<file path="config.mk">
export PLATFORM = sky130hd
export DESIGN_NAME = roller_shutter_motor_controller_top
export DESIGN_NICKNAME = d
export VERILOG_FILES = /design/src/rtl/core/rsmc_pkg.sv /design/src/rtl/core/rsmc_front.sv /design/src/rtl/core/rsmc_div.sv /design/src/rtl/core/rsmc_back.sv /design/src/rtl/core/roller_shutter_motor_controller_top.sv
export SDC_FILE = /design/constraint.sdc
export NUM_CORES = 1
export LEC_CHECK = 0
export ABC_CLOCK_PERIOD_IN_PS = 6250
export BUFFER_PORTS_ARGS = -buffer_cell sky130_fd_sc_hd__buf_2
export CORE_MARGIN = 4
export CORE_UTILIZATION = 30
export DETAILED_ROUTE_END_ITERATION = 12
export PLACE_DENSITY_LB_ADDON = 0.3
export SETUP_SLACK_MARGIN = 0.3
export SKIP_CTS_REPAIR_TIMING = 1
export SYNTH_ARGS = -nofsm -noshare
export SYNTH_HDL_FRONTEND = slang
export SYNTH_SLANG_ARGS = --single-unit
</file>
<file path="constraint.sdc">
create_clock -name clk -period 6.25 [get_ports clk]
set_input_delay 0.625 -clock clk [delete_from_list [all_inputs] [get_ports clk]]
set_output_delay 0.625 -clock clk [all_outputs]
set_load 0.01 [all_outputs]
</file>
<file path="src/rtl/core/rsmc_pkg.sv">
// Shared types, codes and constants for the roller shutter motor controller.
// No dependencies; imported by every module of the block.
`default_nettype none

package rsmc_pkg;

	localparam int TICK_MS_DEF = 10;     // default tick period in ms
	localparam int CFG_W       = 16;     // width of each configuration register
	localparam int CFG_IDX_W   = 2;
	localparam int POS_W       = 20;     // signed ms, covers both overrun ends for any tick
	localparam int MAG_W       = 18;     // magnitude bits of a positive position
	localparam int PCT_W       = 7;
	localparam int RPCT_W      = 8;
	localparam int DIV_W       = 24;     // dividend / quotient width of the divider
	localparam int QDEPTH      = 2;
	localparam int PCT_MAX     = 100;

	localparam logic [CFG_W-1:0] FULL_TRAVEL_RST = 16'd30000;
	localparam logic [CFG_W-1:0] OVERRUN_RST     = 16'd2000;
	localparam logic [CFG_W-1:0] REV_PAUSE_RST   = 16'd500;

	typedef enum logic [1:0] {
		MODE_TICK    = 2'd0,
		MODE_CMD     = 2'd1,
		MODE_RESTORE = 2'd2,
		MODE_RSVD    = 2'd3
	} mode_t;

	typedef enum logic [1:0] {
		IN_OPEN    = 2'd0,
		IN_CLOSE   = 2'd1,
		IN_STOP    = 2'd2,
		IN_UNKNOWN = 2'd3
	} in_cmd_t;

	// pending command and motor direction share these codes
	typedef enum logic [1:0] {
		CMD_NONE  = 2'd0,
		CMD_OPEN  = 2'd1,
		CMD_CLOSE = 2'd2,
		CMD_STOP  = 2'd3
	} cmd_t;

	typedef enum logic [1:0] {
		OP_TICK    = 2'd0,
		OP_CMD     = 2'd1,
		OP_RESTORE = 2'd2,
		OP_NOP     = 2'd3
	} op_kind_t;

	typedef enum logic [CFG_IDX_W-1:0] {
		REG_FULL_TRAVEL = 2'd0,
		REG_OVERRUN     = 2'd1,
		REG_REV_PAUSE   = 2'd2,
		REG_UNUSED      = 2'd3
	} reg_idx_t;

	typedef enum logic [2:0] {
		ST_IDLE = 3'd0,
		ST_MOVE = 3'd1,
		ST_MUL  = 3'd2,
		ST_DIV  = 3'd3,
		ST_FIN  = 3'd4
	} state_t;

	// classified item handed from front to back; CMD_NONE on a command leaves pending as is
	typedef struct packed {
		op_kind_t           kind;
		cmd_t               cmd;
		logic [PCT_W-1:0]   pct;
	} op_t;

	typedef struct packed {
		logic [PCT_W-1:0] report_pct;
		logic             report_valid;
		logic             drive_down;
		logic             drive_up;
	} result_t;

	function automatic logic [PCT_W-1:0] sat_pct(input logic [RPCT_W-1:0] v);
		logic [PCT_W-1:0] r;
		if (v > RPCT_W'(PCT_MAX))
			r = PCT_W'(PCT_MAX);
		else
			r = v[PCT_W-1:0];
		return r;
	endfunction

endpackage

`default_nettype wire

</file>
<file path="src/rtl/core/rsmc_front.sv">
// Front end: accepts input beats, classifies them and queues them for the back end.
// Depends on rsmc_pkg.
`default_nettype none

module rsmc_front
	import rsmc_pkg::*;
(
	input  wire logic        clk,
	input  wire logic        arst_n,
	input  wire logic        s_axis_tvalid,
	output logic             s_axis_tready,
	input  wire logic [15:0] s_axis_tdata,  // mode[1:0], command[3:2], restore_pct[11:4]
	output logic             q_valid,
	output op_t              q_op,
	input  wire logic        q_pop
);

	localparam int QA_W = $clog2(QDEPTH);

	mode_t             mode;
	in_cmd_t           in_cmd;
	logic [RPCT_W-1:0] rpct;
	op_t               op_new;
	op_t               mem_q [QDEPTH];
	logic [QA_W-1:0]   wr_ptr_q, rd_ptr_q;
	logic [QA_W:0]     cnt_q;
	logic              push;

	assign mode   = mode_t'(s_axis_tdata[1:0]);
	assign in_cmd = in_cmd_t'(s_axis_tdata[3:2]);
	assign rpct   = s_axis_tdata[11:4];

	always_comb begin
		op_new.cmd = CMD_NONE;
		op_new.pct = sat_pct(rpct);
		unique case (mode)
			MODE_TICK:    op_new.kind = OP_TICK;
			MODE_CMD:     op_new.kind = OP_CMD;
			MODE_RESTORE: op_new.kind = OP_RESTORE;
			default:      op_new.kind = OP_NOP;
		endcase
		unique case (in_cmd)
			IN_OPEN:  op_new.cmd = CMD_OPEN;
			IN_CLOSE: op_new.cmd = CMD_CLOSE;
			IN_STOP:  op_new.cmd = CMD_STOP;
			default:  op_new.cmd = CMD_NONE;
		endcase
	end

	assign s_axis_tready = (cnt_q != (QA_W+1)'(QDEPTH));
	assign push          = s_axis_tvalid && s_axis_tready;
	assign q_valid       = (cnt_q != '0);
	assign q_op          = mem_q[rd_ptr_q];

	always_ff @(posedge clk) begin
		if (push)
			mem_q[wr_ptr_q] <= op_new;
	end

	always_ff @(posedge clk or negedge arst_n) begin
		if (!arst_n) begin
			wr_ptr_q <= '0;
			rd_ptr_q <= '0;
			cnt_q    <= '0;
		end else begin
			if (push)
				wr_ptr_q <= wr_ptr_q + 1'b1;
			if (q_pop)
				rd_ptr_q <= rd_ptr_q + 1'b1;
			if (push && !q_pop)
				cnt_q <= cnt_q + 1'b1;
			else if (!push && q_pop)
				cnt_q <= cnt_q - 1'b1;
		end
	end

endmodule

`default_nettype wire

</file>
<file path="src/rtl/core/rsmc_div.sv">
// Radix-2 restoring divider, one quotient bit per cycle.
// Depends on rsmc_pkg.
`default_nettype none

module rsmc_div
	import rsmc_pkg::*;
(
	input  wire logic             clk,
	input  wire logic             arst_n,
	input  wire logic             start,
	input  wire logic [DIV_W-1:0] dividend,
	input  wire logic [CFG_W-1:0] divisor,
	output logic                  done,
	output logic [DIV_W-1:0]      quotient
);

	localparam int CNT_W = $clog2(DIV_W + 1);

	logic [DIV_W-1:0] quo_q;
	logic [CFG_W-1:0] rem_q;
	logic [CFG_W-1:0] dvs_q;
	logic [CNT_W-1:0] cnt_q;
	logic             busy_q, done_q;
	logic [CFG_W:0]   trial;
	logic [CFG_W:0]   diff;

	assign trial    = {rem_q, quo_q[DIV_W-1]};
	assign diff     = trial - {1'b0, dvs_q};
	assign done     = done_q;
	assign quotient = quo_q;

	always_ff @(posedge clk) begin
		if (start) begin
			quo_q <= dividend;
			rem_q <= '0;
			dvs_q <= divisor;
		end else if (busy_q) begin
			// no borrow: the divisor fits, take the difference and shift in a one
			if (!diff[CFG_W]) begin
				rem_q <= diff[CFG_W-1:0];
				quo_q <= {quo_q[DIV_W-2:0], 1'b1};
			end else begin
				rem_q <= trial[CFG_W-1:0];
				quo_q <= {quo_q[DIV_W-2:0], 1'b0};
			end
		end
	end

	always_ff @(posedge clk or negedge arst_n) begin
		if (!arst_n) begin
			cnt_q  <= '0;
			busy_q <= 1'b0;
			done_q <= 1'b0;
		end else begin
			done_q <= 1'b0;
			if (start) begin
				cnt_q  <= CNT_W'(DIV_W);
				busy_q <= 1'b1;
			end else if (busy_q) begin
				cnt_q <= cnt_q - 1'b1;
				if (cnt_q == CNT_W'(1)) begin
					busy_q <= 1'b0;
					done_q <= 1'b1;
				end
			end
		end
	end

endmodule

`default_nettype wire

</file>
<file path="src/rtl/core/rsmc_back.sv">
// Back end: configuration registers, motor state, tick sequencing and the result register.
// Depends on rsmc_pkg; drives rsmc_div through the start / done ports.
`default_nettype none

module rsmc_back
	import rsmc_pkg::*;
#(
	parameter int TICK_MS = TICK_MS_DEF
) (
	input  wire logic                 clk,
	input  wire logic                 arst_n,
	input  wire logic                 cfg_wen,
	input  wire logic [CFG_IDX_W-1:0] cfg_addr,
	input  wire logic [CFG_W-1:0]     cfg_wdata,
	input  wire logic                 q_valid,
	input  wire op_t                  q_op,
	output logic                      q_pop,
	output logic                      div_start,
	output logic [DIV_W-1:0]          div_dividend,
	output logic [CFG_W-1:0]          div_divisor,
	input  wire logic                 div_done,
	input  wire logic [DIV_W-1:0]     div_quo,
	output logic                      m_valid,
	input  wire logic                 m_ready,
	output result_t                   m_result
);

	logic [CFG_W-1:0] full_q, ov_q, rp_q;

	state_t                  state_q, state_d;
	cmd_t                    pend_q, pend_d, dir_q, dir_d;
	logic signed [POS_W-1:0] pos_q, pos_d, ct_q, ct_d, ot_q, ot_d;
	logic                    win_q, win_d, have_q, have_d, rst_op_q, rst_op_d;
	logic                    zero_q, zero_d;
	logic [PCT_W-1:0]        last_q, last_d, rpct_q, rpct_d;
	logic                    out_valid_q, out_valid_d;
	result_t                 out_q, out_d;

	logic signed [POS_W-1:0] tick_s, rp_s, hi_lim, lo_lim, full_s;
	// tick, first half: pause timers and pending command
	cmd_t                    tk_pend, tk_dir;
	logic signed [POS_W-1:0] tk_ct, tk_ot;
	// tick, second half: movement and end clamp
	cmd_t                    mv_dir;
	logic signed [POS_W-1:0] mv_pos;
	logic [PCT_W-1:0]        pct;

	assign tick_s = $signed(POS_W'(TICK_MS));
	assign rp_s   = $signed(POS_W'(rp_q));
	assign full_s = $signed(POS_W'(full_q));
	assign hi_lim = full_s + $signed(POS_W'(ov_q));
	assign lo_lim = -$signed(POS_W'(ov_q));

	always_ff @(posedge clk or negedge arst_n) begin
		if (!arst_n) begin
			full_q <= FULL_TRAVEL_RST;
			ov_q   <= OVERRUN_RST;
			rp_q   <= REV_PAUSE_RST;
		end else if (cfg_wen) begin
			unique case (reg_idx_t'(cfg_addr))
				REG_FULL_TRAVEL: full_q <= cfg_wdata;
				REG_OVERRUN:     ov_q   <= cfg_wdata;
				REG_REV_PAUSE:   rp_q   <= cfg_wdata;
				default:         ;
			endcase
		end
	end

	always_comb begin
		tk_pend = pend_q;
		tk_dir  = dir_q;
		tk_ct   = ct_q;
		tk_ot   = ot_q;
		if (tk_dir == CMD_OPEN)
			tk_ct = rp_s;
		if (tk_ct > 0)
			tk_ct = tk_ct - tick_s;
		else if (tk_pend == CMD_CLOSE) begin
			tk_pend = CMD_NONE;
			tk_dir  = CMD_CLOSE;
		end
		// sees a close just applied above, which restarts the open pause
		if (tk_dir == CMD_CLOSE)
			tk_ot = rp_s;
		if (tk_ot > 0)
			tk_ot = tk_ot - tick_s;
		else if (tk_pend == CMD_OPEN) begin
			tk_pend = CMD_NONE;
			tk_dir  = CMD_OPEN;
		end
		if (tk_pend != CMD_NONE)
			tk_dir = CMD_NONE;
		if (tk_pend == CMD_STOP)
			tk_pend = CMD_NONE;
	end

	always_comb begin
		mv_pos = pos_q;
		mv_dir = dir_q;
		if (dir_q == CMD_CLOSE) begin
			mv_pos = pos_q + tick_s;
			if (mv_pos >= hi_lim) begin
				mv_dir = CMD_NONE;
				mv_pos = full_s;
			end
		end
		if (mv_dir == CMD_OPEN) begin
			mv_pos = pos_q - tick_s;
			if (mv_pos <= lo_lim) begin
				mv_dir = CMD_NONE;
				mv_pos = '0;
			end
		end
	end

	always_comb begin
		if (zero_q)
			pct = '0;
		else if (div_quo > DIV_W'(PCT_MAX))
			pct = PCT_W'(PCT_MAX);
		else
			pct = div_quo[PCT_W-1:0];
	end

	always_comb begin
		state_d      = state_q;
		pend_d       = pend_q;
		dir_d        = dir_q;
		pos_d        = pos_q;
		ct_d         = ct_q;
		ot_d         = ot_q;
		win_d        = win_q;
		have_d       = have_q;
		last_d       = last_q;
		rst_op_d     = rst_op_q;
		zero_d       = zero_q;
		rpct_d       = rpct_q;
		out_valid_d  = out_valid_q;
		out_d        = out_q;
		q_pop        = 1'b0;
		div_start    = 1'b0;
		div_dividend = '0;
		div_divisor  = '0;

		if (out_valid_q && m_ready)
			out_valid_d = 1'b0;

		unique case (state_q)
			ST_IDLE: begin
				if (q_valid && !out_valid_q) begin
					q_pop             = 1'b1;
					out_d.drive_up    = (dir_q == CMD_OPEN);
					out_d.drive_down  = (dir_q == CMD_CLOSE);
					out_d.report_valid = 1'b0;
					out_d.report_pct  = '0;
					unique case (q_op.kind)
						OP_TICK: begin
							pend_d  = tk_pend;
							dir_d   = tk_dir;
							ct_d    = tk_ct;
							ot_d    = tk_ot;
							state_d = ST_MOVE;
						end
						OP_CMD: begin
							win_d = 1'b0;
							if (q_op.cmd != CMD_NONE)
								pend_d = q_op.cmd;
							out_valid_d = 1'b1;
						end
						OP_RESTORE: begin
							if (win_q) begin
								rpct_d   = q_op.pct;
								rst_op_d = 1'b1;
								state_d  = ST_MUL;
							end else
								out_valid_d = 1'b1;
						end
						default: out_valid_d = 1'b1;
					endcase
				end
			end
			ST_MOVE: begin
				pos_d    = mv_pos;
				dir_d    = mv_dir;
				rst_op_d = 1'b0;
				state_d  = ST_MUL;
			end
			ST_MUL: begin
				if (rst_op_q) begin
					// restore: pct * full / 100
					div_start    = 1'b1;
					div_dividend = DIV_W'(rpct_q) * DIV_W'(full_q);
					div_divisor  = CFG_W'(PCT_MAX);
					zero_d       = 1'b0;
					state_d      = ST_DIV;
				end else if (full_q == '0 || pos_q <= 0) begin
					zero_d  = 1'b1;
					state_d = ST_FIN;
				end else begin
					div_start    = 1'b1;
					div_dividend = DIV_W'(pos_q[MAG_W-1:0]) * DIV_W'(PCT_MAX);
					div_divisor  = full_q;
					zero_d       = 1'b0;
					state_d      = ST_DIV;
				end
			end
			ST_DIV: begin
				if (div_done)
					state_d = ST_FIN;
			end
			ST_FIN: begin
				out_d.drive_up     = (dir_q == CMD_OPEN);
				out_d.drive_down   = (dir_q == CMD_CLOSE);
				out_d.report_valid = 1'b0;
				out_d.report_pct   = '0;
				if (rst_op_q) begin
					pos_d = $signed(POS_W'(div_quo[CFG_W-1:0]));
					win_d = 1'b0;
				end else if (!win_q && (!have_q || pct != last_q)) begin
					have_d             = 1'b1;
					last_d             = pct;
					out_d.report_valid = 1'b1;
					out_d.report_pct   = pct;
				end
				out_valid_d = 1'b1;
				state_d     = ST_IDLE;
			end
			default: state_d = ST_IDLE;
		endcase
	end

	always_ff @(posedge clk or negedge arst_n) begin
		if (!arst_n)
			state_q <= ST_IDLE;
		else
			state_q <= state_d;
	end

	always_ff @(posedge clk or negedge arst_n) begin
		if (!arst_n) begin
			pend_q      <= CMD_NONE;
			dir_q       <= CMD_NONE;
			pos_q       <= '0;
			ct_q        <= '0;
			ot_q        <= '0;
			win_q       <= 1'b1;
			have_q      <= 1'b0;
			last_q      <= '0;
			rst_op_q    <= 1'b0;
			zero_q      <= 1'b0;
			out_valid_q <= 1'b0;
		end else begin
			pend_q      <= pend_d;
			dir_q       <= dir_d;
			pos_q       <= pos_d;
			ct_q        <= ct_d;
			ot_q        <= ot_d;
			win_q       <= win_d;
			have_q      <= have_d;
			last_q      <= last_d;
			rst_op_q    <= rst_op_d;
			zero_q      <= zero_d;
			out_valid_q <= out_valid_d;
		end
	end

	always_ff @(posedge clk) begin
		rpct_q <= rpct_d;
		out_q  <= out_d;
	end

	assign m_valid  = out_valid_q;
	assign m_result = out_q;

endmodule

`default_nettype wire

</file>
<file path="src/rtl/core/roller_shutter_motor_controller_top.sv">
// Roller shutter motor controller. A tick passes pop, move, divider start, divider steps,
// done and finish, or skips the divider if no divide is needed; a restore inside its
// window skips the move; commands, ignored items and late restores register their result at
// the pop. Throughput: one item at a time in the back end, the next popped the cycle after
// the result beat leaves; a two-beat queue in front keeps accepting meanwhile. Reset: arst_n
// clears only the control state at once; registers return to 30000 / 2000 / 500 ms.
`default_nettype none

module roller_shutter_motor_controller_top
	import rsmc_pkg::*;
#(
	parameter int TICK_MS = TICK_MS_DEF
) (
	input  wire logic                 clk,
	input  wire logic                 arst_n,
	input  wire logic                 s_axis_tvalid,
	output logic                      s_axis_tready,
	input  wire logic [15:0]          s_axis_tdata,  // mode[1:0], command[3:2], restore_pct[11:4]
	output logic                      m_axis_tvalid,
	input  wire logic                 m_axis_tready,
	output logic [15:0]               m_axis_tdata,  // drive_up[0], drive_down[1],
	                                                 // report_valid[2], report_pct[9:3]
	input  wire logic                 cfg_wen,
	input  wire logic [CFG_IDX_W-1:0] cfg_addr,
	input  wire logic [CFG_W-1:0]     cfg_wdata
);

	logic             q_valid, q_pop;
	op_t              q_op;
	logic             div_start, div_done;
	logic [DIV_W-1:0] div_dividend, div_quo;
	logic [CFG_W-1:0] div_divisor;
	result_t          result;

	rsmc_front u_front (
		.clk           (clk),
		.arst_n        (arst_n),
		.s_axis_tvalid (s_axis_tvalid),
		.s_axis_tready (s_axis_tready),
		.s_axis_tdata  (s_axis_tdata),
		.q_valid       (q_valid),
		.q_op          (q_op),
		.q_pop         (q_pop)
	);

	rsmc_div u_div (
		.clk      (clk),
		.arst_n   (arst_n),
		.start    (div_start),
		.dividend (div_dividend),
		.divisor  (div_divisor),
		.done     (div_done),
		.quotient (div_quo)
	);

	rsmc_back #(
		.TICK_MS (TICK_MS)
	) u_back (
		.clk          (clk),
		.arst_n       (arst_n),
		.cfg_wen      (cfg_wen),
		.cfg_addr     (cfg_addr),
		.cfg_wdata    (cfg_wdata),
		.q_valid      (q_valid),
		.q_op         (q_op),
		.q_pop        (q_pop),
		.div_start    (div_start),
		.div_dividend (div_dividend),
		.div_divisor  (div_divisor),
		.div_done     (div_done),
		.div_quo      (div_quo),
		.m_valid      (m_axis_tvalid),
		.m_ready      (m_axis_tready),
		.m_result     (result)
	);

	assign m_axis_tdata = {6'b0, result};

endmodule

`default_nettype wire

</file>
Yosys cells after proc, flatten, opt, wreduce, memory -nomap -nowiden
Memories as Yosys holds them, arrays and structs flattened.
Cells that the tools add are included.
- memories kept: 1
- word-level logic and storage cells: 215
- output and inout bits: 18
- input port bits: 39
- memory bits (writable): 22
- register bits after elaboration: 211
- memory list (name ; depth ; bits a word ; read ports ; clocked after memory_dff ; wr ports ; RTL line ; text):
    u_front.mem_q ; 2 ; 11 ; 1 ; 0 ; 1 ; rsmc_front.sv:24 ; op_t mem_q [QDEPTH];
- magnitude comparators: 7
- $mul: 2
- equality and inequality tests: 33
- mux-type cells: 86
- bitwise gates (word level): 2
- reductions and logical operators: 42
- $add $sub $neg: 12
- operators by type and width (cell ; number):
    $mux 20 ; 9
    $mux 24 ; 5
    $sub 20x5->20 const B ; 3
    $gt 20x1->1 const B ; 2
    $pmux 20 s2 ; 1
    $mux 2 ; 19
    $mux 7 ; 5
    $mux 1 ; 25
    $gt 24x7->1 const B ; 1
    $mul 7x16->23 ; 1
    $mul 18x5->22 const B ; 1
    $add 20x5->20 const B ; 1
    $ge 20x20->1 ; 1
    $le 20x1->1 const B ; 1
    $le 20x20->1 ; 1
    $neg 16->20 ; 1
    $pmux 10 s2 ; 1
    $reduce_and 4->1 ; 5
    $reduce_bool 2->1 ; 9
    $add 16x16->17 ; 1
    $sub 17x16->17 ; 1
    $eq 2x2->1 const B ; 8
    $logic_not 16->1 ; 1
    $mux 16 ; 1
    other kinds (34) ; 80

Depth between registers and ports, before layout
Gate-level depths: netlist of run 1.
- depth in word-level cells: 13
- gate-level depth with buffers: 23
- depth with buffers taken out: 21

Cells and area by module
Synthesis of run 1 repeated with hierarchy kept, for this count alone.
- cells, all modules: 2301
- area, all modules: 21085.2 um2
- by module, submodules not included (module ; area each (um2) ; cells each ; instances ; sequential area each (um2)):
    rsmc_back ; 16567.1 ; 1926 ; 1 ; 3713.6
    rsmc_div ; 3354.5 ; 295 ; 1 ; 1696.6
    rsmc_front ; 1114.8 ; 73 ; 1 ; 760.7
    roller_shutter_motor_controller_top ; 48.8 ; 7 ; 1 ; 0.0

Least setup slack after synthesis of run 1
No wires, ideal clock.
- path kind: register to register
- start point: reg u_back.full_q[5]
- end point: reg u_div.quo_q[21], in the netlist u_div.quotient[21] (data pin)
- cell stages (with the launch flop): 19
- arrival: 4.727 ns
- data required time: 5.989 ns
- path slack: 1.262 ns
- buffers on the path: 1
- path through: dfstp_2 > clkbuf_1 > and2_1 > fa_1 > fa_1 > fa_1 > inv_1 > fa_1 > inv_1 > ha_1 > o21ai_0 > a2111oi_0 > and3_1 > nor2_1 > o21ai_0 > a31o_2 > nand2_1 > a32oi_1 > a21oi_1
- cells in the longest elaborated chain, start to end: 6
- elaborated cells between the ends (all ways): 10
- ends and longest elaborated chain (what ; RTL line ; text):
    start: declaration ; rsmc_back.sv:28 ; logic [CFG_W-1:0] full_q, ov_q, rp_q;
    start signal: assignment ; rsmc_back.sv:61 ; REG_FULL_TRAVEL: full_q <= cfg_wdata;
    parallel branches: the longest is 5 deep, another holds $mul 7x16->23 ; - ;
    $mux 24 (*) ; rsmc_div.sv:33 ; if (start) begin
    end signal: assignment ; rsmc_div.sv:34 ; quo_q <= dividend;
    end signal: assignment ; rsmc_div.sv:41 ; quo_q <= {quo_q[DIV_W-2:0], 1'b1};
    end signal: assignment ; rsmc_div.sv:44 ; quo_q <= {quo_q[DIV_W-2:0], 1'b0};
    end: declaration ; rsmc_div.sv:19 ; logic [DIV_W-1:0] quo_q;
Mark *: on every way between the ends.
A chain may end at the register's enable or synchronous reset.

Final worst setup path of run 1
- start point: reg u_back.pos_q[1]
- end point: reg u_back.pos_q[0]
- cells in the longest elaborated chain, start to end: 7
- elaborated cells between the ends (all ways): 14
- ends and longest elaborated chain (what ; RTL line ; text):
    start: declaration ; rsmc_back.sv:32 ; logic signed [POS_W-1:0] pos_q, pos_d, ct_q, ct_d, ot_q, ot_d;
    start signal: assignment ; rsmc_back.sv:255 ; pos_q <= pos_d;
    $add 20x5->20 ; rsmc_back.sv:101 ; mv_pos = pos_q + tick_s;
    $ge 20x20->1 ; rsmc_back.sv:102 ; if (mv_pos >= hi_lim) begin
    $mux 2 ; rsmc_back.sv:102 ;
    $mux 2 ; rsmc_back.sv:100 ; if (dir_q == CMD_CLOSE) begin
    $eq 2x1->1 ; rsmc_back.sv:107 ; if (mv_dir == CMD_OPEN) begin
    $ne 3x1->1 (no line) / $mux 20 (equally long branches) ; - ;
    $reduce_and 3->1 (no line) / $pmux 20 s2 (equally long branches) ; - ;
Parallel ways exist; a longest one is shown, timed or not. The select of a mux whose other input is x is not followed.

==> impl_results.md, run 1 <==
- Status: complete, no violations
- CP Cell Sequence: inv_1 -> ha_1 -> nand2b_1 -> a31oi_1 -> o21ai_0 -> nand3_1 -> a31oi_1 -> nand2_1 -> nor2_1 -> xor2_1 -> ha_1 -> and3_1 -> nor4b_1 -> nand2_1 -> o21bai_1 -> a31o_2 -> o31ai_2 -> buf_4 -> o21bai_1 -> a21oi_1 -> mux2_2
- Most used routing layer: met2
- Met3 usage: 1.69%
- Synthesized area: 0.0209 sq mm
- CTS tree: built
- HPWL after detailed placement: 47.3 mm
- Logic pwr share: 62.9%
- Post-synth top flop: dfrtp_1
- Slew Limit Fails: 0
- CP Class: flip-flop to flip-flop
- Max cap viols: 0
- Internal power: 0.00686 W
- Clock power frac: 15.3%
- Slew HR: 27.3%
- Fin worst setup slack: 676 ps
- Distinct cells, synth: 88
- 1st-iter DRT viols: 1108
- Worst skew pair latency: 580 ps
- DR vias: 17100
- PortBufs: 46
- Pleak: 10.3 nW
- Placed cells: 3228
- Final worst path period share: 89.2%
- Vias per cell: 5.19
- Core ar.: 0.0688 sq mm
- WP data arrival: 6040 ps
- Vias in the first global route: 17300
- Clock Pin Slew Worst Setup and Hold Paths: 60 ps
- Initial Utilization: 30.3%
- Die W: 272 um
- CTS Sinks: 233
- Placer congestion estimate: 0.895
- Pin count of the biggest net entering global routing: 76
- Max Clk Rate: 0.179 GHz
- Crit path capture type: flip-flop
- Synth Register Bits: 233
- Synth warn: 0
- Routed len/inst: 18.6 um
- CTS root buffer: clkbuf_16
- Crit-path slowest cell: nor4b_1
- Worst stage delay on the critical path: 650 ps
- Non-filler instance count after layout: 3287
- P_sw: 0.00645 W
- Crit path max fanout: 15
- Post-placement setup slack: 757 ps
- DR DRC count: 0
- CTS H-tree depth: 1
- Grt ovf: 0
- Final Hold Vio Count: 0
- Routed WL: 61.2 mm
- Area grow syn2layout: 11.8%
- Ys async rst share: 59.2%
- Die area: 0.0739 sq mm
- Layout cells sized above 1: 11.7%
- Global Route Usage Sum: 16.3%
- Post-layout min period: 5570 ps
- Synth top area cells: dfrtp_1 (14%), ha_1 (12%), edfxtp_1 (11%)
- Fin area: 0.0234 sq mm
- Worst EP required: 6710 ps
- Initial antenna violation count: 0
- Crit path launch type: flip-flop
- Met2 Usage GRT: 28.5%
- Post-Syn Instances: 2316
- Post-synth top area share: 14.1%
- Io pins: 57
- Final Core Density: 33.9%
- Row cnt: 96
- Setup_tns: 0 ps
- Routed Antenna Nets: 0
- Die height: 272 um
- Number of buffers created by CTS: 31
- Switching Share: 48.5%
- Synth area leader: dfrtp_1
- Placed cell area: 0.0222 sq mm
- Nets: 2653
- Pwr per Cell Area: 570 mW/mm^2
- HP Class: primary input to asynchronous set/reset pin
- Setup Skew: 20.0 ps
- Drt first pass iters: 5
- Met1 Usage GRT: 21.3%
- Least-Margin Pin Slew: 1090 ps
- Worst Path Buf+Inv: 2
- RSZ-0062 raised after global routing: no
- Maximum root-to-sink buffer count: 3
- Worst vdd ir: 0.289 mV
- # setup viols final: 0
- Sequential-to-total area share from yosys stat: 29.5%
- Crit path max-delay family: simple AND/OR/NAND/NOR gates
- Sequential share of power: 21.8%
- Mapped Avg Cell Area: 9.02 sq um
- Post-synth EDFFs: 79
- First-pass GRT wire length: 97.8 mm
[through the flow]
stage / hold slack (ps) / total power [W]
floorplan: 329 / 0.00884
global placement: 454 / 0.0111
detailed placement: 466 / 0.0113
CTS: 96.4 / 0.0134
global route: 104 / 0.0146
finish: 59.0 / 0.0133
[worst paths after layout]
kind | depth (start not counted) | startpoint | slack (ps) | to
worst max-delay path | 21 | u_back.pos_q[1] | 680 | u_back.pos_q[0]
min in group clk | 1 | s_axis_tdata[1] | 250 | u_front.mem_q[0][10]
worst min-delay path | 1 | arst_n | 60 | u_back.ot_q[16]
worst max register to register | 21 | u_back.pos_q[1] | 680 | u_back.pos_q[0]
worst min register to register | 1 | u_back.have_q | 480 | u_back.have_q
max in group asynchronous | 2 | arst_n | 4660 | u_div.busy_q
[layout by cell type, fill, tap and decap left out, types with 16 or more instances in the layout]
cell,n
dfstp_2,20
nor2b_1,17
and2_1,97
ha_1,200
fa_1,84
a21o_1,27
nor4_1,24
nand3_1,51
nor3_1,68
a31oi_1,16
a211oi_1,27
edfxtp_1,79
buf_4,38
nand2_1,172
nor2_1,161
inv_1,215
mux2_2,71
buf_2,45
dfxtp_1,16
xnor2_1,77
xor2_1,41
o211ai_1,18
nand2b_1,26
or3_1,20
a21oi_1,137
mux2i_1,43
clkbuf_16,33
o21ai_0,138
and3_1,32
dfrtp_1,118
[cells in the mapped netlist (all sizes together) (27+ instances only)]
| cell type | count |
|---|---|
| a21oi | 138 |
| nor2 | 162 |
| a211oi | 28 |
| inv | 216 |
| and3 | 32 |
| dfrtp | 118 |
| nor3 | 68 |
| xnor2 | 78 |
| clkbuf | 88 |
| nand2b | 27 |
| edfxtp | 79 |
| nand2 | 172 |
| xor2 | 41 |
| and2 | 97 |
| fa | 84 |
| o21ai | 143 |
| nand3 | 51 |
| mux2i | 47 |
| a21o | 27 |
| ha | 200 |
| mux2 | 71 |
[sequential cells by signal, summed over array words and instances (netlist names), 2 cells and up]
register         flops
u_back.ot_q         20
u_back.pos_q        20
u_front.mem_q       22
u_back.full_q       16
u_back.ct_q         20
u_back.m_result     10
u_back.ov_q         16
u_back.dir_q         2
u_back.rpct_q        7
u_front.cnt_q        2
u_back.state_q       3
u_back.pend_q        2
u_back.last_q        7
u_back.rp_q         16
u_div.quotient      24
u_div.dvs_q         16
u_div.rem_q         16
u_div.cnt_q          5
[cells by family (layout without fill, tap and decap cells)]
logic type	Yosys count	in the layout	synth area share [%]
muxes	118	118	6.24
buffers and inverters	325	358	6.08
xor gates and xnor gates	119	119	4.99
AOI/OAI and AO/OA	499	499	15.2
and+or+nand+nor	737	737	17.9
other	1	8	0.0180
DFF	233	233	29.5
adders and majority gates	284	284	20.0
[layer usage]
layer | share of wire, % | vias up
li1 | - | 8163
met1 | 45 | 8466
met2 | 49 | 364
met3 | 3.8 | 76
met4 | 3.1 | 0
met5 | 0 | -
[power by group through the flow]
| stage | registers, W | clock network [W] | logic (W) |
|---|---|---|---|
| detailed placement | 0.00292 | 0 | 0.00835 |
| finish | 0.00290 | 0.00204 | 0.00837 |
| global route | 0.00298 | 0.00217 | 0.00950 |
| CTS | 0.00289 | 0.00209 | 0.00842 |
| global placement | 0.00290 | 0 | 0.00819 |
| floorplan | 0.00260 | 0 | 0.00624 |
[layout make-up]
type / count / area, sq um
antenna: 2 / 5.00
clock buffer: 40 / 902
clock inverter: 17 / 272
fill: 7073 / 45500
inverter: 217 / 817
multi-input combinational: 1763 / 13500
sequential: 233 / 6170
tap: 931 / 1160
timing repair buffer: 84 / 522
Power figures use the tool's default switching activity.
==> run 2, diff against run 1 <==
BUFFER_PORTS_ARGS = not set   (was -buffer_cell sky130_fd_sc_hd__buf_2)
DONT_BUFFER_PORTS = 1   (was not set)
==> run 2 against run 1 <==
Against the previous run:
- cell area is 1.3% lower
- largest cell class unchanged
- critical path depth down 1
- clock skew about the same
- final cell count shrank 1.4%
- routed wire length hardly changed
- sequential power about the same
- power down 1.1%
- register-to-register slack better by 50 ps
- largest power group unchanged
- non-clock buffer count shrank 47
==> impl_results.md, run 2 (synthesis gave the netlist of run 1 again) <==
- CTS Sinks: 233 (unchanged)
- Number of buffers created by CTS: 31 (unchanged)
- Routed Antenna Nets: 0 (unchanged)
- First-pass GRT wire length: 97.0 mm (-0.91%)
- Fin worst setup slack: 727 ps (+51.1 ps)
- Final worst path period share: 88.4% (-0.82 points)
- Vias in the first global route: 17000 (-1.8%)
- Sequential share of power: 22.1% (+0.3 points)
- Area occupied by multi-input gates: 0.0135 sq mm (unchanged)
- Crit path capture type: flip-flop
- Setup_tns: 0 ps (unchanged)
- Maximum root-to-sink buffer count: 3 (unchanged)
- 1st-iter DRT viols: 1130 (+2.0%)
- Slew Limit Fails: 0 (unchanged)
- Hold_ws: 18.0 ps (-41.0 ps)
- Global Route Usage Sum: 16.2% (-0.10 points)
- Routed len/inst: 18.9 um (+1.5%)
- Worst skew pair latency: 590 ps (about the same)
- Slew HR: 28.2% (+0.90 points)
- Tot Pwr: 0.0132 W (-1.1%)
- CTS H-tree depth: 1 (unchanged)
- HP Class: primary input to asynchronous set/reset pin
- Row cnt: 96 (unchanged)
- Max cap viols: 0 (unchanged)
- Post-layout min period: 5520 ps (-51.1 ps)
- CP Class: flip-flop to flip-flop
- Switching Share: 49.2% (+0.78 points)
- Clock Pin Slew Worst Setup and Hold Paths: 60 ps (about the same)
- Internal power: 0.00669 W (-2.6%)
- Initial antenna violation count: 2 (+2)
- Post-placement setup slack: 801 ps (+43.7 ps)
- Routed WL: 61.2 mm (about the same)
- Crit path max fanout: 6 (-9)
- Worst EP required: 6730 ps (+20 ps)
- RSZ-0062 raised after global routing: no
- P_sw: 0.00648 W (+0.52%)
- CTS tree: built
- Final Core Density: 33.5% (-0.43 points)
- Setup Skew: 20.5 ps (+0.447 ps)
- Final Hold Vio Count: 0 (unchanged)
- Layout cells sized above 1: 10.0% (-1.7 points)
- Status: complete, no violations
- Pin count of the biggest net entering global routing: 139 (+83%)
- WP data arrival: 6010 ps (-30 ps)
- Die area: 0.0739 sq mm (unchanged)
- HPWL after detailed placement: 47.1 mm (-0.41%)
- PortBufs: 0 (-100%)
- R2R Setup Slk: 730 ps (+50 ps)
- R2R depth: 20 (-4.8%)
- CTS root buffer: clkbuf_16
- FF/Latch Area: 0.00617 sq mm (unchanged)
- Initial Utilization: 30.3% (unchanged)
- Grt ovf: 0 (unchanged)
- Pleak: 10.1 nW (-2.3%)
- Clock power frac: 14.7% (-0.6 points)
- Pwr per Cell Area: 571 mW/mm^2 (+0.18%)
- Largest register FFs: 24 (unchanged)
- Max Clk Rate: 0.181 GHz (+0.93%)
- # setup viols final: 0 (unchanged)
- Die W: 272 um (unchanged)
- Io pins: 57 (unchanged)
- Nets: 2606 (-1.8%)
- Drt first pass iters: 5 (unchanged)
- Crit path launch type: flip-flop
- Logic pwr share: 63.3% (+0.4 points)
- Die height: 272 um (unchanged)
- Placer congestion estimate: 0.869 (-3.0%)
- DR DRC count: 0 (unchanged)
- Area grow syn2layout: 10.4%
- Worst vdd ir: 0.248 mV (-14%)
- # fillers: 7088 (+0.21%)
- Leading cell types in the layout, fill and taps excluded: inv_1 (215), ha_1 (200), nand2_1 (172), nor2_1 (161), o21ai_0 (138)
- DR vias: 16900 (-1.2%)
- Vias per cell: 5.21 (+0.24%)
- Core ar.: 0.0688 sq mm (unchanged)
- Least-Margin Pin Slew: 1070 ps (-13.4 ps)
- Leading cell type in the layout, fill and taps excluded: inv_1
-- run 2: worst paths after layout --
path                            startpoint                   to
max in group asynchronous           arst_n       u_div.cnt_q[4]
hold / removal                      arst_n      u_back.ot_q[19]
setup reg to reg           u_back.pos_q[1]      u_back.pos_q[0]
min in group clk           s_axis_tdata[0]  u_front.mem_q[1][9]
setup / recovery           u_back.pos_q[1]      u_back.pos_q[0]
hold reg to reg              u_back.have_q        u_back.have_q
-- run 2: layout make-up --
class / instances / share of cell area (%)
antenna: 1 / 0.0109
clock buffer: 33 / 3.48
clock inverter: 25 / 1.32
inverter: 217 / 3.54
multi-input combinational: 1763 / 58.5
sequential: 233 / 26.8
tap: 931 / 5.05
timing repair buffer: 37 / 1.29
-- run 2: power by group through the flow --
stage                     Combinational [W]  Clock, W  Sequential [W]
after global placement              0.00812         0         0.00291
after CTS                           0.00834   0.00200         0.00291
after global routing                0.00941   0.00205         0.00299
after detailed placement            0.00827         0         0.00293
after floorplan                     0.00624         0         0.00260
final                               0.00833   0.00193         0.00291
-- run 2: per-layer routing --
metal	global-route usage, %	wire [um]
met5	0	0
met4	5.76	2160
met3	1.94	2790
met2	27.9	29500
met1	21.0	26700
-- run 2: worst max-delay path: stages (launching register included) --
cell,delay [ps]
dfrtp_1,450
inv_1,250
ha_1,240
nand2b_1,130
a31oi_1,120
o21ai_0,260
nand3_1,220
a31oi_1,500
nand2_1,170
nor2_1,140
xor2_1,110
ha_1,480
and3_1,260
nor4b_1,590
nand2_1,220
o21bai_1,240
nand3_1,160
o31ai_2,90
o21bai_1,200
a21oi_1,210
mux2_2,350
-- run 2: stage by stage --
step / instances / cell area [sq um]
4_1_cts: 3238 / 23000
5_1_grt: 3239 / 23100
3_3_place_gp: 3180 / 21900
3_5_place_dp: 3180 / 21900
6_report: 3240 / 23100
2_1_floorplan: 2321 / 20900
